===== src/sv/spx_pkg.sv =====
// Shared types, constants and mode table for the scanline pixel expander.
package spx_pkg;

   localparam int SPX_QUEUE_DEPTH = 4;

   localparam int ROW_W   = 10;
   localparam int COL_W   = 9;
   localparam int BYTE_W  = 8;
   localparam int ADDR_W  = 19;
   localparam int DIM_W   = 10;
   localparam int MODE_W  = 4;
   localparam int PAL_W   = 64;
   localparam int CSR_DATA_W = 64;
   localparam int CSR_ADDR_W = 5;
   localparam int CSR_IDX_LSB = 3;
   localparam int REQ_DATA_W = 32;
   localparam int RSP_DATA_W = 32;

   // register indexes on the configuration port
   localparam logic [1:0] REG_MODE     = 2'd0;
   localparam logic [1:0] REG_PAL_LOW  = 2'd1;
   localparam logic [1:0] REG_PAL_HIGH = 2'd2;

   localparam logic [MODE_W-1:0] MODE_MAX = 4'd10;

   // depth codes: log2 of bits per pixel
   localparam logic [1:0] BPP1 = 2'd0;
   localparam logic [1:0] BPP2 = 2'd1;
   localparam logic [1:0] BPP4 = 2'd2;
   localparam logic [1:0] BPP8 = 2'd3;

   typedef struct packed {
      logic [MODE_W-1:0] mode;
      logic [PAL_W-1:0]  pal_low;
      logic [PAL_W-1:0]  pal_high;
   } spx_cfg_type;

   typedef struct packed {
      logic [BYTE_W-1:0] data;
      logic [ADDR_W-1:0] addr;
      logic [1:0]        code;
   } spx_cmd_type;

   typedef struct packed {
      logic full;
      logic empty;
   } spx_qstat_type;

   function automatic logic [MODE_W-1:0] mode_select(input logic [MODE_W-1:0] m);
      mode_select = (m > MODE_MAX) ? '0 : m;
   endfunction

   function automatic logic [DIM_W-1:0] mode_width(input logic [MODE_W-1:0] m);
      case (m)
         4'd4:    mode_width = 10'd352;
         4'd5:    mode_width = 10'd496;
         4'd6:    mode_width = 10'd704;
         4'd7:    mode_width = 10'd304;
         4'd8:    mode_width = 10'd448;
         4'd9:    mode_width = 10'd624;
         4'd10:   mode_width = 10'd896;
         default: mode_width = 10'd256;
      endcase
   endfunction

   function automatic logic [DIM_W-1:0] mode_height(input logic [MODE_W-1:0] m);
      case (m)
         4'd4:    mode_height = 10'd352;
         4'd5:    mode_height = 10'd496;
         4'd6:    mode_height = 10'd704;
         4'd7:    mode_height = 10'd208;
         4'd8:    mode_height = 10'd288;
         4'd9:    mode_height = 10'd416;
         4'd10:   mode_height = 10'd576;
         default: mode_height = 10'd256;
      endcase
   endfunction

   function automatic logic [1:0] mode_code(input logic [MODE_W-1:0] m);
      case (m)
         4'd1, 4'd4, 4'd8:  mode_code = BPP4;
         4'd2, 4'd5, 4'd9:  mode_code = BPP2;
         4'd3, 4'd6, 4'd10: mode_code = BPP1;
         default:           mode_code = BPP8;
      endcase
   endfunction

   // pixels per byte minus one
   function automatic logic [2:0] ppb_last(input logic [1:0] code);
      case (code)
         BPP1:    ppb_last = 3'd7;
         BPP2:    ppb_last = 3'd3;
         BPP4:    ppb_last = 3'd1;
         default: ppb_last = 3'd0;
      endcase
   endfunction

endpackage


===== src/sv/scanline_pixel_expander.sv =====
// Scanline pixel expander top level: register file, front end, queue and back end.
//
// Each accepted word carries one packed video byte with its row and byte column; the
// block emits one pixel word per cycle while rsp_tready does not stall it, so a byte
// yields 1, 2, 4 or 8 pixels at 8, 4, 2 or 1 bpp, set by the back end that walks
// the fields of one byte at a time. The front end takes a new byte every cycle while
// the QUEUE_DEPTH-entry queue has room; a byte whose row or column lies outside the
// current mode is dropped there and produces no pixel. Pixels come out in input order,
// the last one of each byte flagged by rsp_tlast. Mode and palette must be written
// only while the block is idle; the block itself does not enforce this.
module scanline_pixel_expander
   import spx_pkg::*;
#(
   parameter int QUEUE_DEPTH = SPX_QUEUE_DEPTH
) (
   input  logic                  clock,
   input  logic                  reset,
   input  logic                  req_tvalid,
   output logic                  req_tready,
   // [9:0] row, [18:10] byte_column, [26:19] packed_byte
   input  logic [REQ_DATA_W-1:0] req_tdata,
   output logic                  rsp_tvalid,
   input  logic                  rsp_tready,
   // [7:0] pixel_color, [26:8] pixel_address
   output logic [RSP_DATA_W-1:0] rsp_tdata,
   output logic                  rsp_tlast,
   input  logic                  csr_psel,
   input  logic                  csr_penable,
   input  logic                  csr_pwrite,
   input  logic [CSR_ADDR_W-1:0] csr_paddr,
   input  logic [CSR_DATA_W-1:0] csr_pwdata,
   output logic [CSR_DATA_W-1:0] csr_prdata,
   output logic                  csr_pready
);

   spx_cfg_type   cfg;
   spx_qstat_type qstat;
   spx_cmd_type   push_cmd;
   spx_cmd_type   head;
   logic          push;
   logic          pop;

   spx_csr u_csr (
      .clock       (clock),
      .reset       (reset),
      .csr_psel    (csr_psel),
      .csr_penable (csr_penable),
      .csr_pwrite  (csr_pwrite),
      .csr_paddr   (csr_paddr),
      .csr_pwdata  (csr_pwdata),
      .csr_prdata  (csr_prdata),
      .csr_pready  (csr_pready),
      .cfg         (cfg)
   );

   spx_front u_front (
      .req_tvalid (req_tvalid),
      .req_tready (req_tready),
      .req_tdata  (req_tdata),
      .cfg        (cfg),
      .qstat      (qstat),
      .push       (push),
      .cmd        (push_cmd)
   );

   spx_fifo #(
      .DEPTH (QUEUE_DEPTH)
   ) u_fifo (
      .clock    (clock),
      .reset    (reset),
      .push     (push),
      .push_cmd (push_cmd),
      .pop      (pop),
      .head     (head),
      .qstat    (qstat)
   );

   spx_back u_back (
      .clock      (clock),
      .reset      (reset),
      .cfg        (cfg),
      .head       (head),
      .qstat      (qstat),
      .pop        (pop),
      .rsp_tvalid (rsp_tvalid),
      .rsp_tready (rsp_tready),
      .rsp_tdata  (rsp_tdata),
      .rsp_tlast  (rsp_tlast)
   );

   a_queue_consistent: assert property (@(posedge clock) disable iff (reset)
      !(qstat.full && qstat.empty))
      else $error("queue reports full and empty at once");

   a_no_push_when_full: assert property (@(posedge clock) disable iff (reset)
      push |-> !qstat.full)
      else $error("command pushed into a full queue");

   a_no_pop_when_empty: assert property (@(posedge clock) disable iff (reset)
      pop |-> !qstat.empty)
      else $error("command popped from an empty queue");

endmodule


===== src/sv/spx_csr.sv =====
// Configuration register file: mode and the two palette words.
module spx_csr
   import spx_pkg::*;
(
   input  logic                  clock,
   input  logic                  reset,
   input  logic                  csr_psel,
   input  logic                  csr_penable,
   input  logic                  csr_pwrite,
   input  logic [CSR_ADDR_W-1:0] csr_paddr,
   input  logic [CSR_DATA_W-1:0] csr_pwdata,
   output logic [CSR_DATA_W-1:0] csr_prdata,
   output logic                  csr_pready,
   output spx_cfg_type           cfg
);

   logic [MODE_W-1:0] mode_ff, mode_in;
   logic [PAL_W-1:0]  pal_low_ff, pal_low_in;
   logic [PAL_W-1:0]  pal_high_ff, pal_high_in;
   logic [1:0]        idx;
   logic              wr;

   assign idx = csr_paddr[CSR_IDX_LSB +: 2];
   assign wr  = csr_psel && csr_penable && csr_pwrite;
   assign csr_pready = 1'b1;

   always_comb begin
      mode_in     = mode_ff;
      pal_low_in  = pal_low_ff;
      pal_high_in = pal_high_ff;
      if (wr) begin
         case (idx)
            REG_MODE:     mode_in     = csr_pwdata[MODE_W-1:0];
            REG_PAL_LOW:  pal_low_in  = csr_pwdata;
            REG_PAL_HIGH: pal_high_in = csr_pwdata;
            default: ;
         endcase
      end
   end

   always_ff @(posedge clock) begin
      if (reset) begin
         mode_ff     <= '0;
         pal_low_ff  <= '0;
         pal_high_ff <= '0;
      end else begin
         mode_ff     <= mode_in;
         pal_low_ff  <= pal_low_in;
         pal_high_ff <= pal_high_in;
      end
   end

   always_comb begin
      case (idx)
         REG_MODE:     csr_prdata = {{(CSR_DATA_W-MODE_W){1'b0}}, mode_ff};
         REG_PAL_LOW:  csr_prdata = pal_low_ff;
         REG_PAL_HIGH: csr_prdata = pal_high_ff;
         default:      csr_prdata = '0;
      endcase
   end

   assign cfg = '{mode: mode_ff, pal_low: pal_low_ff, pal_high: pal_high_ff};

endmodule


===== src/sv/spx_front.sv =====
// Front end: accepts packed bytes, range-checks them and computes the base address.
module spx_front
   import spx_pkg::*;
(
   input  logic                  req_tvalid,
   output logic                  req_tready,
   input  logic [REQ_DATA_W-1:0] req_tdata,
   input  spx_cfg_type           cfg,
   input  spx_qstat_type         qstat,
   output logic                  push,
   output spx_cmd_type           cmd
);

   logic [ROW_W-1:0]  row;
   logic [COL_W-1:0]  col;
   logic [BYTE_W-1:0] data;
   logic [MODE_W-1:0] m;
   logic [DIM_W-1:0]  width;
   logic [DIM_W-1:0]  height;
   logic [1:0]        code;
   logic [DIM_W-1:0]  row_bytes;
   logic [COL_W+2:0]  col_pix;
   logic [ROW_W+DIM_W-1:0] base;
   logic              in_range;

   assign row  = req_tdata[ROW_W-1:0];
   assign col  = req_tdata[ROW_W +: COL_W];
   assign data = req_tdata[ROW_W+COL_W +: BYTE_W];

   assign m      = mode_select(cfg.mode);
   assign width  = mode_width(m);
   assign height = mode_height(m);
   assign code   = mode_code(m);

   always_comb begin
      case (code)
         BPP1: begin
            row_bytes = width >> 3;
            col_pix   = {col, 3'b000};
         end
         BPP2: begin
            row_bytes = width >> 2;
            col_pix   = {1'b0, col, 2'b00};
         end
         BPP4: begin
            row_bytes = width >> 1;
            col_pix   = {2'b00, col, 1'b0};
         end
         default: begin
            row_bytes = width;
            col_pix   = {3'b000, col};
         end
      endcase
   end

   assign base = row * width + (ROW_W+DIM_W)'(col_pix);
   assign in_range = (row < height) && ({1'b0, col} < row_bytes);

   // drop out-of-range bytes at the door; they are still accepted on the input handshake
   assign req_tready = !qstat.full;
   assign push       = req_tvalid && req_tready && in_range;
   assign cmd        = '{data: data, addr: base[ADDR_W-1:0], code: code};

endmodule


===== src/sv/spx_fifo.sv =====
// Short command queue between the front and back ends.
module spx_fifo
   import spx_pkg::*;
#(
   parameter int DEPTH = SPX_QUEUE_DEPTH
) (
   input  logic          clock,
   input  logic          reset,
   input  logic          push,
   input  spx_cmd_type   push_cmd,
   input  logic          pop,
   output spx_cmd_type   head,
   output spx_qstat_type qstat
);

   localparam int PTR_W = (DEPTH > 1) ? $clog2(DEPTH) : 1;
   localparam int CNT_W = $clog2(DEPTH + 1);

   spx_cmd_type      mem [DEPTH];
   logic [PTR_W-1:0] wr_ptr_ff, wr_ptr_in;
   logic [PTR_W-1:0] rd_ptr_ff, rd_ptr_in;
   logic [CNT_W-1:0] count_ff, count_in;

   function automatic logic [PTR_W-1:0] ptr_next(input logic [PTR_W-1:0] p);
      ptr_next = (p == PTR_W'(DEPTH - 1)) ? '0 : p + PTR_W'(1);
   endfunction

   always_comb begin
      wr_ptr_in = push ? ptr_next(wr_ptr_ff) : wr_ptr_ff;
      rd_ptr_in = pop  ? ptr_next(rd_ptr_ff) : rd_ptr_ff;
      count_in  = count_ff;
      if (push && !pop) begin
         count_in = count_ff + CNT_W'(1);
      end else if (pop && !push) begin
         count_in = count_ff - CNT_W'(1);
      end
   end

   always_ff @(posedge clock) begin
      if (reset) begin
         wr_ptr_ff <= '0;
         rd_ptr_ff <= '0;
         count_ff  <= '0;
      end else begin
         wr_ptr_ff <= wr_ptr_in;
         rd_ptr_ff <= rd_ptr_in;
         count_ff  <= count_in;
      end
   end

   always_ff @(posedge clock) begin
      if (push) begin
         mem[wr_ptr_ff] <= push_cmd;
      end
   end

   assign head        = mem[rd_ptr_ff];
   assign qstat.full  = (count_ff == CNT_W'(DEPTH));
   assign qstat.empty = (count_ff == '0);

endmodule


===== src/sv/spx_back.sv =====
// Back end: walks the fields of one byte and emits one pixel word per cycle unless rsp_tready stalls it.
module spx_back
   import spx_pkg::*;
(
   input  logic                  clock,
   input  logic                  reset,
   input  spx_cfg_type           cfg,
   input  spx_cmd_type           head,
   input  spx_qstat_type         qstat,
   output logic                  pop,
   output logic                  rsp_tvalid,
   input  logic                  rsp_tready,
   output logic [RSP_DATA_W-1:0] rsp_tdata,
   output logic                  rsp_tlast
);

   logic              busy_ff, busy_in;
   logic [BYTE_W-1:0] data_ff, data_in;
   logic [ADDR_W-1:0] addr_ff, addr_in;
   logic [1:0]        code_ff, code_in;
   logic [2:0]        cnt_ff, cnt_in;

   logic              valid_ff, valid_in;
   logic [BYTE_W-1:0] color_ff, color_in;
   logic [ADDR_W-1:0] oaddr_ff, oaddr_in;
   logic              last_ff, last_in;

   logic                  out_adv;
   logic                  emit;
   logic                  last;
   logic [3:0]            field;
   logic [2*PAL_W-1:0]    pal;
   logic [BYTE_W-1:0]     color;
   logic [BYTE_W-1:0]     data_shl;

   assign out_adv = !valid_ff || rsp_tready;
   assign emit    = busy_ff && out_adv;
   assign last    = (cnt_ff == '0);
   assign pop     = !qstat.empty && (!busy_ff || (emit && last));
   assign pal     = {cfg.pal_high, cfg.pal_low};

   // top field of the shifting byte is the next pixel; at 8 bpp the whole byte is the color
   always_comb begin
      case (code_ff)
         BPP1: begin
            field    = {3'b000, data_ff[7]};
            data_shl = {data_ff[6:0], 1'b0};
         end
         BPP2: begin
            field    = {2'b00, data_ff[7:6]};
            data_shl = {data_ff[5:0], 2'b00};
         end
         BPP4: begin
            field    = data_ff[7:4];
            data_shl = {data_ff[3:0], 4'b0000};
         end
         default: begin
            field    = data_ff[7:4];
            data_shl = data_ff;
         end
      endcase
      color = (code_ff == BPP8) ? data_ff : pal[{field, 3'b000} +: BYTE_W];
   end

   always_comb begin
      busy_in = busy_ff;
      data_in = data_ff;
      addr_in = addr_ff;
      code_in = code_ff;
      cnt_in  = cnt_ff;
      if (pop) begin
         busy_in = 1'b1;
         data_in = head.data;
         addr_in = head.addr;
         code_in = head.code;
         cnt_in  = ppb_last(head.code);
      end else if (emit && last) begin
         busy_in = 1'b0;
      end else if (emit) begin
         data_in = data_shl;
         addr_in = addr_ff + ADDR_W'(1);
         cnt_in  = cnt_ff - 3'd1;
      end

      valid_in = valid_ff;
      color_in = color_ff;
      oaddr_in = oaddr_ff;
      last_in  = last_ff;
      if (out_adv) begin
         valid_in = emit;
         color_in = color;
         oaddr_in = addr_ff;
         last_in  = last;
      end
   end

   always_ff @(posedge clock) begin
      if (reset) begin
         busy_ff  <= 1'b0;
         valid_ff <= 1'b0;
      end else begin
         busy_ff  <= busy_in;
         valid_ff <= valid_in;
      end
   end

   always_ff @(posedge clock) begin
      data_ff  <= data_in;
      addr_ff  <= addr_in;
      code_ff  <= code_in;
      cnt_ff   <= cnt_in;
      color_ff <= color_in;
      oaddr_ff <= oaddr_in;
      last_ff  <= last_in;
   end

   assign rsp_tvalid = valid_ff;
   assign rsp_tdata  = {{(RSP_DATA_W-BYTE_W-ADDR_W){1'b0}}, oaddr_ff, color_ff};
   assign rsp_tlast  = last_ff;

endmodule

===== config.mk =====
export PLATFORM = sky130hd
export DESIGN_NAME = scanline_pixel_expander
export DESIGN_NICKNAME = d
export VERILOG_FILES = /design/src/sv/spx_pkg.sv /design/src/sv/scanline_pixel_expander.sv /design/src/sv/spx_csr.sv /design/src/sv/spx_front.sv /design/src/sv/spx_fifo.sv /design/src/sv/spx_back.sv
export SDC_FILE = /design/constraint.sdc
export NUM_CORES = 1
export LEC_CHECK = 0
export BUFFER_PORTS_ARGS = -buffer_cell sky130_fd_sc_hd__buf_4
export CAP_MARGIN = 20
export CORE_MARGIN = 2
export CORE_UTILIZATION = 45
export CTS_CLUSTER_DIAMETER = 100
export DETAILED_ROUTE_END_ITERATION = 10
export SYNTH_ARGS = -nofsm -noshare
export SYNTH_HDL_FRONTEND = slang
export SYNTH_SLANG_ARGS = --single-unit

===== constraint.sdc =====
create_clock -name clock -period 6.85 [get_ports clock]
set_input_delay 1.0275 -clock clock [delete_from_list [all_inputs] [get_ports clock]]
set_output_delay 1.0275 -clock clock [all_outputs]
set_load 0.005 [all_outputs]

==> reports/summary.md <==
The share of layout cells above drive strength 1 is 0.176, and the total power after layout is 6.13 mW. Before antenna repair, the detailed router went through 6 iterations. The fraction of registers with async set/reset works out to 0. The wire length of the first global-routing pass was 71,700 um. After synthesis the netlist holds a flip-flop and latch count of 319. The worst setup path is of the reg2reg kind. The worst register-to-register path has a setup slack of 0.63 ns. The tools report the area of the placeable core as 0.0374 mm2. The run gives 0.533 as the core occupancy in the finished layout. The power per unit of standard cell area is 307 mW/mm2. The total of buffers placed on input and output ports was 193. The ratio of routed vias to standard cells was 5.50; the post-route cell area was 0.0200 mm2.

Data arrives at the worst endpoint at 6.52 ns. The tools report the kind of launch point of the worst setup path as a flip-flop. The flow ran to the end, and the final reports show no timing, DRC or antenna violations. A synthesized cell averages 10.2 um2. Summed over all layers, the routed wires come to 47,000 um. Clock tree synthesis selected as its root buffer the cell sky130_fd_sc_hd__clkbuf_16. The number of cell rows is 71, and the detail-routed net length per standard cell is 20.0 um. The type of the most critical hold path was reg2reg.

Total number of clock tree sinks: 319. The library cell used most frequently in the layout, excluding fill and tap cells, is sky130_fd_sc_hd__nand2_1. For the initial antenna violation count, the log shows 2.

At the worst endpoint, the required time is 7.15 ns. The vertical extent of the die works out to 198 um. The run gives 35 as the total clock buffers created by CTS.

The run gives 0.441 ns as the post-placement worst setup slack. The initial DRC count is 1,156, and the worst voltage drop across the vdd grid is 0.000250 V. The final route contains 12.9k vias. The run gives 0.0194 ns as the worst setup skew after layout. The wire-length estimate of the detail-placed layout is 32,400 um. Leaving out filler cells and counting taps, the final layout contains 2,350. The sort of element at the end of the critical path is a flip-flop.

Counting tap cells, the placed design contains a total of 2,287 instances. The total routing resource utilization after global routing is 0.238. Hold path startpoint: u_csr.pal_low_ff[54]. Setup slack closes at 0.627 ns.

The tool flagged a number of max-cap violations equal to 0. Counting flops with a built-in enable in the synthesized netlist gives 176. The congestion estimate from routability-driven global placement came to 0.875.

Summing all placed instances gives a cell area of 0.0189 mm2. The post-route fraction of the period consumed by the critical path works out to 0.908. Highest clock frequency the design can meet: 161 MHz. After global routing the overflow that remains totals 0. The number of different library cells used by synthesis comes to 60.

For the gate count after technology mapping, the log shows 1,660. The start of the worst register-to-register path was u_csr.mode_ff[0]. In the layout the commonest cells are sky130_fd_sc_hd__nand2_1 (390), sky130_fd_sc_hd__buf_4 (221), sky130_fd_sc_hd__edfxtp_1 (176), sky130_fd_sc_hd__a21oi_1 (168), sky130_fd_sc_hd__dfxtp_1 (141). The post-synth design cell area is 0.0170 mm2. After the last flow step, the layout net total stands at 2,033.

In the final timing run, aggregate negative setup slack is 0 ns. The clock reaches the later pin of the worst-skew pair after 0.51 ns. The fraction of the yosys area taken by sequential cells was 0.479; the I/O pin count was 208. Across all hold checks on the routed design, the worst slack comes to 0.471 ns.

The final hold violation count was 0. In this run, post-CTS hold repair placed 0 buffers. The most used flip-flop cell after synthesis is sky130_fd_sc_hd__edfxtp_1. From synthesis to final layout, the design area changed by 17.3%. Setup violations remaining at the end of the flow were counted as 0. Along the worst path, the maximum fanout reaches 13.

The Yosys step of the flow raised 0 warnings. The tools report the number of global-route vias before repair as 12.1k. The clock tree synthesis step divided the H-tree into 2 levels. At the pin with the least slew margin, the transition time is 0.967 ns. The number of slew-limit violations in the final report was 0; the layout filler cell count was 3,391.

The origin of the worst setup path is u_csr.mode_ff[0]. Clock-pin slew was measured on the worst setup and hold paths at 0.06 ns. TritonCTS built the clock tree. In the routed design, unresolved DRC markers number 0. The longest clock path from root to sink contains 3 buffers. The clock period could shrink to 6.22 ns.

In this run the remaining antenna-violating nets after routing total 0. Entering global routing, the biggest net connects 88 pins. In this run the static leakage power is 7.63 nW.

The starting density of the core is 0.455. The relative slew slack is 0.356. Setup repair after global routing left no endpoint under its margin. In this run the horizontal extent of the chip is 198 um. The die covers 0.0394 mm2.
-- flip-flops by register name (all words and copies together), names as in the netlist, named ones only --
signal,flops
u_back.code_ff,2
u_fifo.rd_ptr_ff,2
u_fifo.wr_ptr_ff,2
u_csr.mode_ff,4
u_fifo.count_ff,3
u_csr.pal_low_ff,64
u_back.color_ff,8
u_back.busy_ff,1
u_back.rsp_tvalid,1
u_back.rsp_tlast,1
u_back.addr_ff,19
u_back.data_ff,8
u_csr.pal_high_ff,64
u_back.oaddr_ff,19
u_back.cnt_ff,3
u_fifo.mem,116
-- area by class of cell --
type                            instances  area (um2)  share of cell area
Multi-Input combinational cell       1185        8260               0.414
Tap cell                              511         639              0.0320
Clock inverter                         16         105             0.00527
Timing Repair Buffer                  221        1660              0.0832
Antenna cell                            2        5.00            0.000251
Inverter                               51         191             0.00960
Sequential cell                       319        8150               0.409
Clock buffer                           45         943              0.0473
-- metal layers --
layer  track usage  part of all wire
met5             0                 0
met4        0.0602             0.022
met3        0.0342             0.069
met2         0.356              0.44
met1         0.363              0.47
-- report_power, final --
part	total, mW	internal, mW	switching, mW
clock network	1.74	1.01	0.736
registers	2.63	2.40	0.224
logic	1.76	0.718	1.04
total	6.13	4.13	2.00
-- timing repair --
item / CTS / global route
setup endpoints to repair: 0 / 4
buffers inserted: 0 / 0
resized for setup: 0 / 1
-- logic make-up (layout without fill, tap and decap cells) --
| kind of cell | count (synthesis) | in the layout | synth area share |
|---|---|---|---|
| AOI/OAI and AO/OA | 336 | 336 | 0.122 |
| muxes | 104 | 104 | 0.0901 |
| buffers and inverters | 160 | 333 | 0.0386 |
| and+or+nand+nor | 594 | 594 | 0.154 |
| adders and majority gates | 112 | 112 | 0.0992 |
| xor gates and xnor gates | 33 | 33 | 0.0170 |
| DFF | 319 | 319 | 0.479 |
| other | 2 | 8 | 0.000442 |
-- cells in the mapped netlist, types with 16 or more instances --
master | number | share of area
sky130_fd_sc_hd__ha_1 | 74 | 0.054
sky130_fd_sc_hd__fa_1 | 38 | 0.045
sky130_fd_sc_hd__nor2b_1 | 21 | 0.0077
sky130_fd_sc_hd__dfxtp_1 | 143 | 0.17
sky130_fd_sc_hd__edfxtp_1 | 176 | 0.31
sky130_fd_sc_hd__xor2_1 | 16 | 0.0082
sky130_fd_sc_hd__and2_1 | 59 | 0.022
sky130_fd_sc_hd__clkbuf_1 | 80 | 0.018
sky130_fd_sc_hd__nand2_1 | 390 | 0.086
sky130_fd_sc_hd__xnor2_1 | 17 | 0.0088
sky130_fd_sc_hd__o21ai_0 | 55 | 0.016
sky130_fd_sc_hd__a22o_1 | 60 | 0.031
sky130_fd_sc_hd__mux4_2 | 39 | 0.052
sky130_fd_sc_hd__a21oi_1 | 168 | 0.049
sky130_fd_sc_hd__nor2_1 | 43 | 0.0095
sky130_fd_sc_hd__nand3_1 | 32 | 0.0094
sky130_fd_sc_hd__inv_1 | 49 | 0.011
sky130_fd_sc_hd__mux2i_1 | 62 | 0.036
-- path summary, 6_finish.rpt --
kind                           to  cells past startpoint
max             u_fifo.mem[3][20]                     21
min reg2reg  u_csr.pal_low_ff[54]                      2
min          u_csr.pal_low_ff[54]                      2
max reg2reg     u_fifo.mem[3][20]                     21
-- worst max-delay path, cell delays in order, from the launching register on --
cell and delay, ns:
sky130_fd_sc_hd__dfxtp_1 0.37, sky130_fd_sc_hd__buf_4 0.20, sky130_fd_sc_hd__nand2_1 0.11, sky130_fd_sc_hd__ha_1 0.29, sky130_fd_sc_hd__o31ai_1 0.40, sky130_fd_sc_hd__buf_4 0.19
sky130_fd_sc_hd__nand2_1 0.23, sky130_fd_sc_hd__and2_1 0.27, sky130_fd_sc_hd__fa_1 0.47, sky130_fd_sc_hd__ha_1 0.29, sky130_fd_sc_hd__inv_1 0.06, sky130_fd_sc_hd__fa_1 0.54
sky130_fd_sc_hd__inv_1 0.06, sky130_fd_sc_hd__fa_1 0.48, sky130_fd_sc_hd__ha_1 0.31, sky130_fd_sc_hd__ha_1 0.37, sky130_fd_sc_hd__a211oi_1 0.25, sky130_fd_sc_hd__nor2_1 0.11
sky130_fd_sc_hd__o31a_1 0.28, sky130_fd_sc_hd__o21ai_0 0.28, sky130_fd_sc_hd__o21ai_0 0.17, sky130_fd_sc_hd__xnor2_1 0.29
Note: power is estimated with default switching activity, not from simulation.
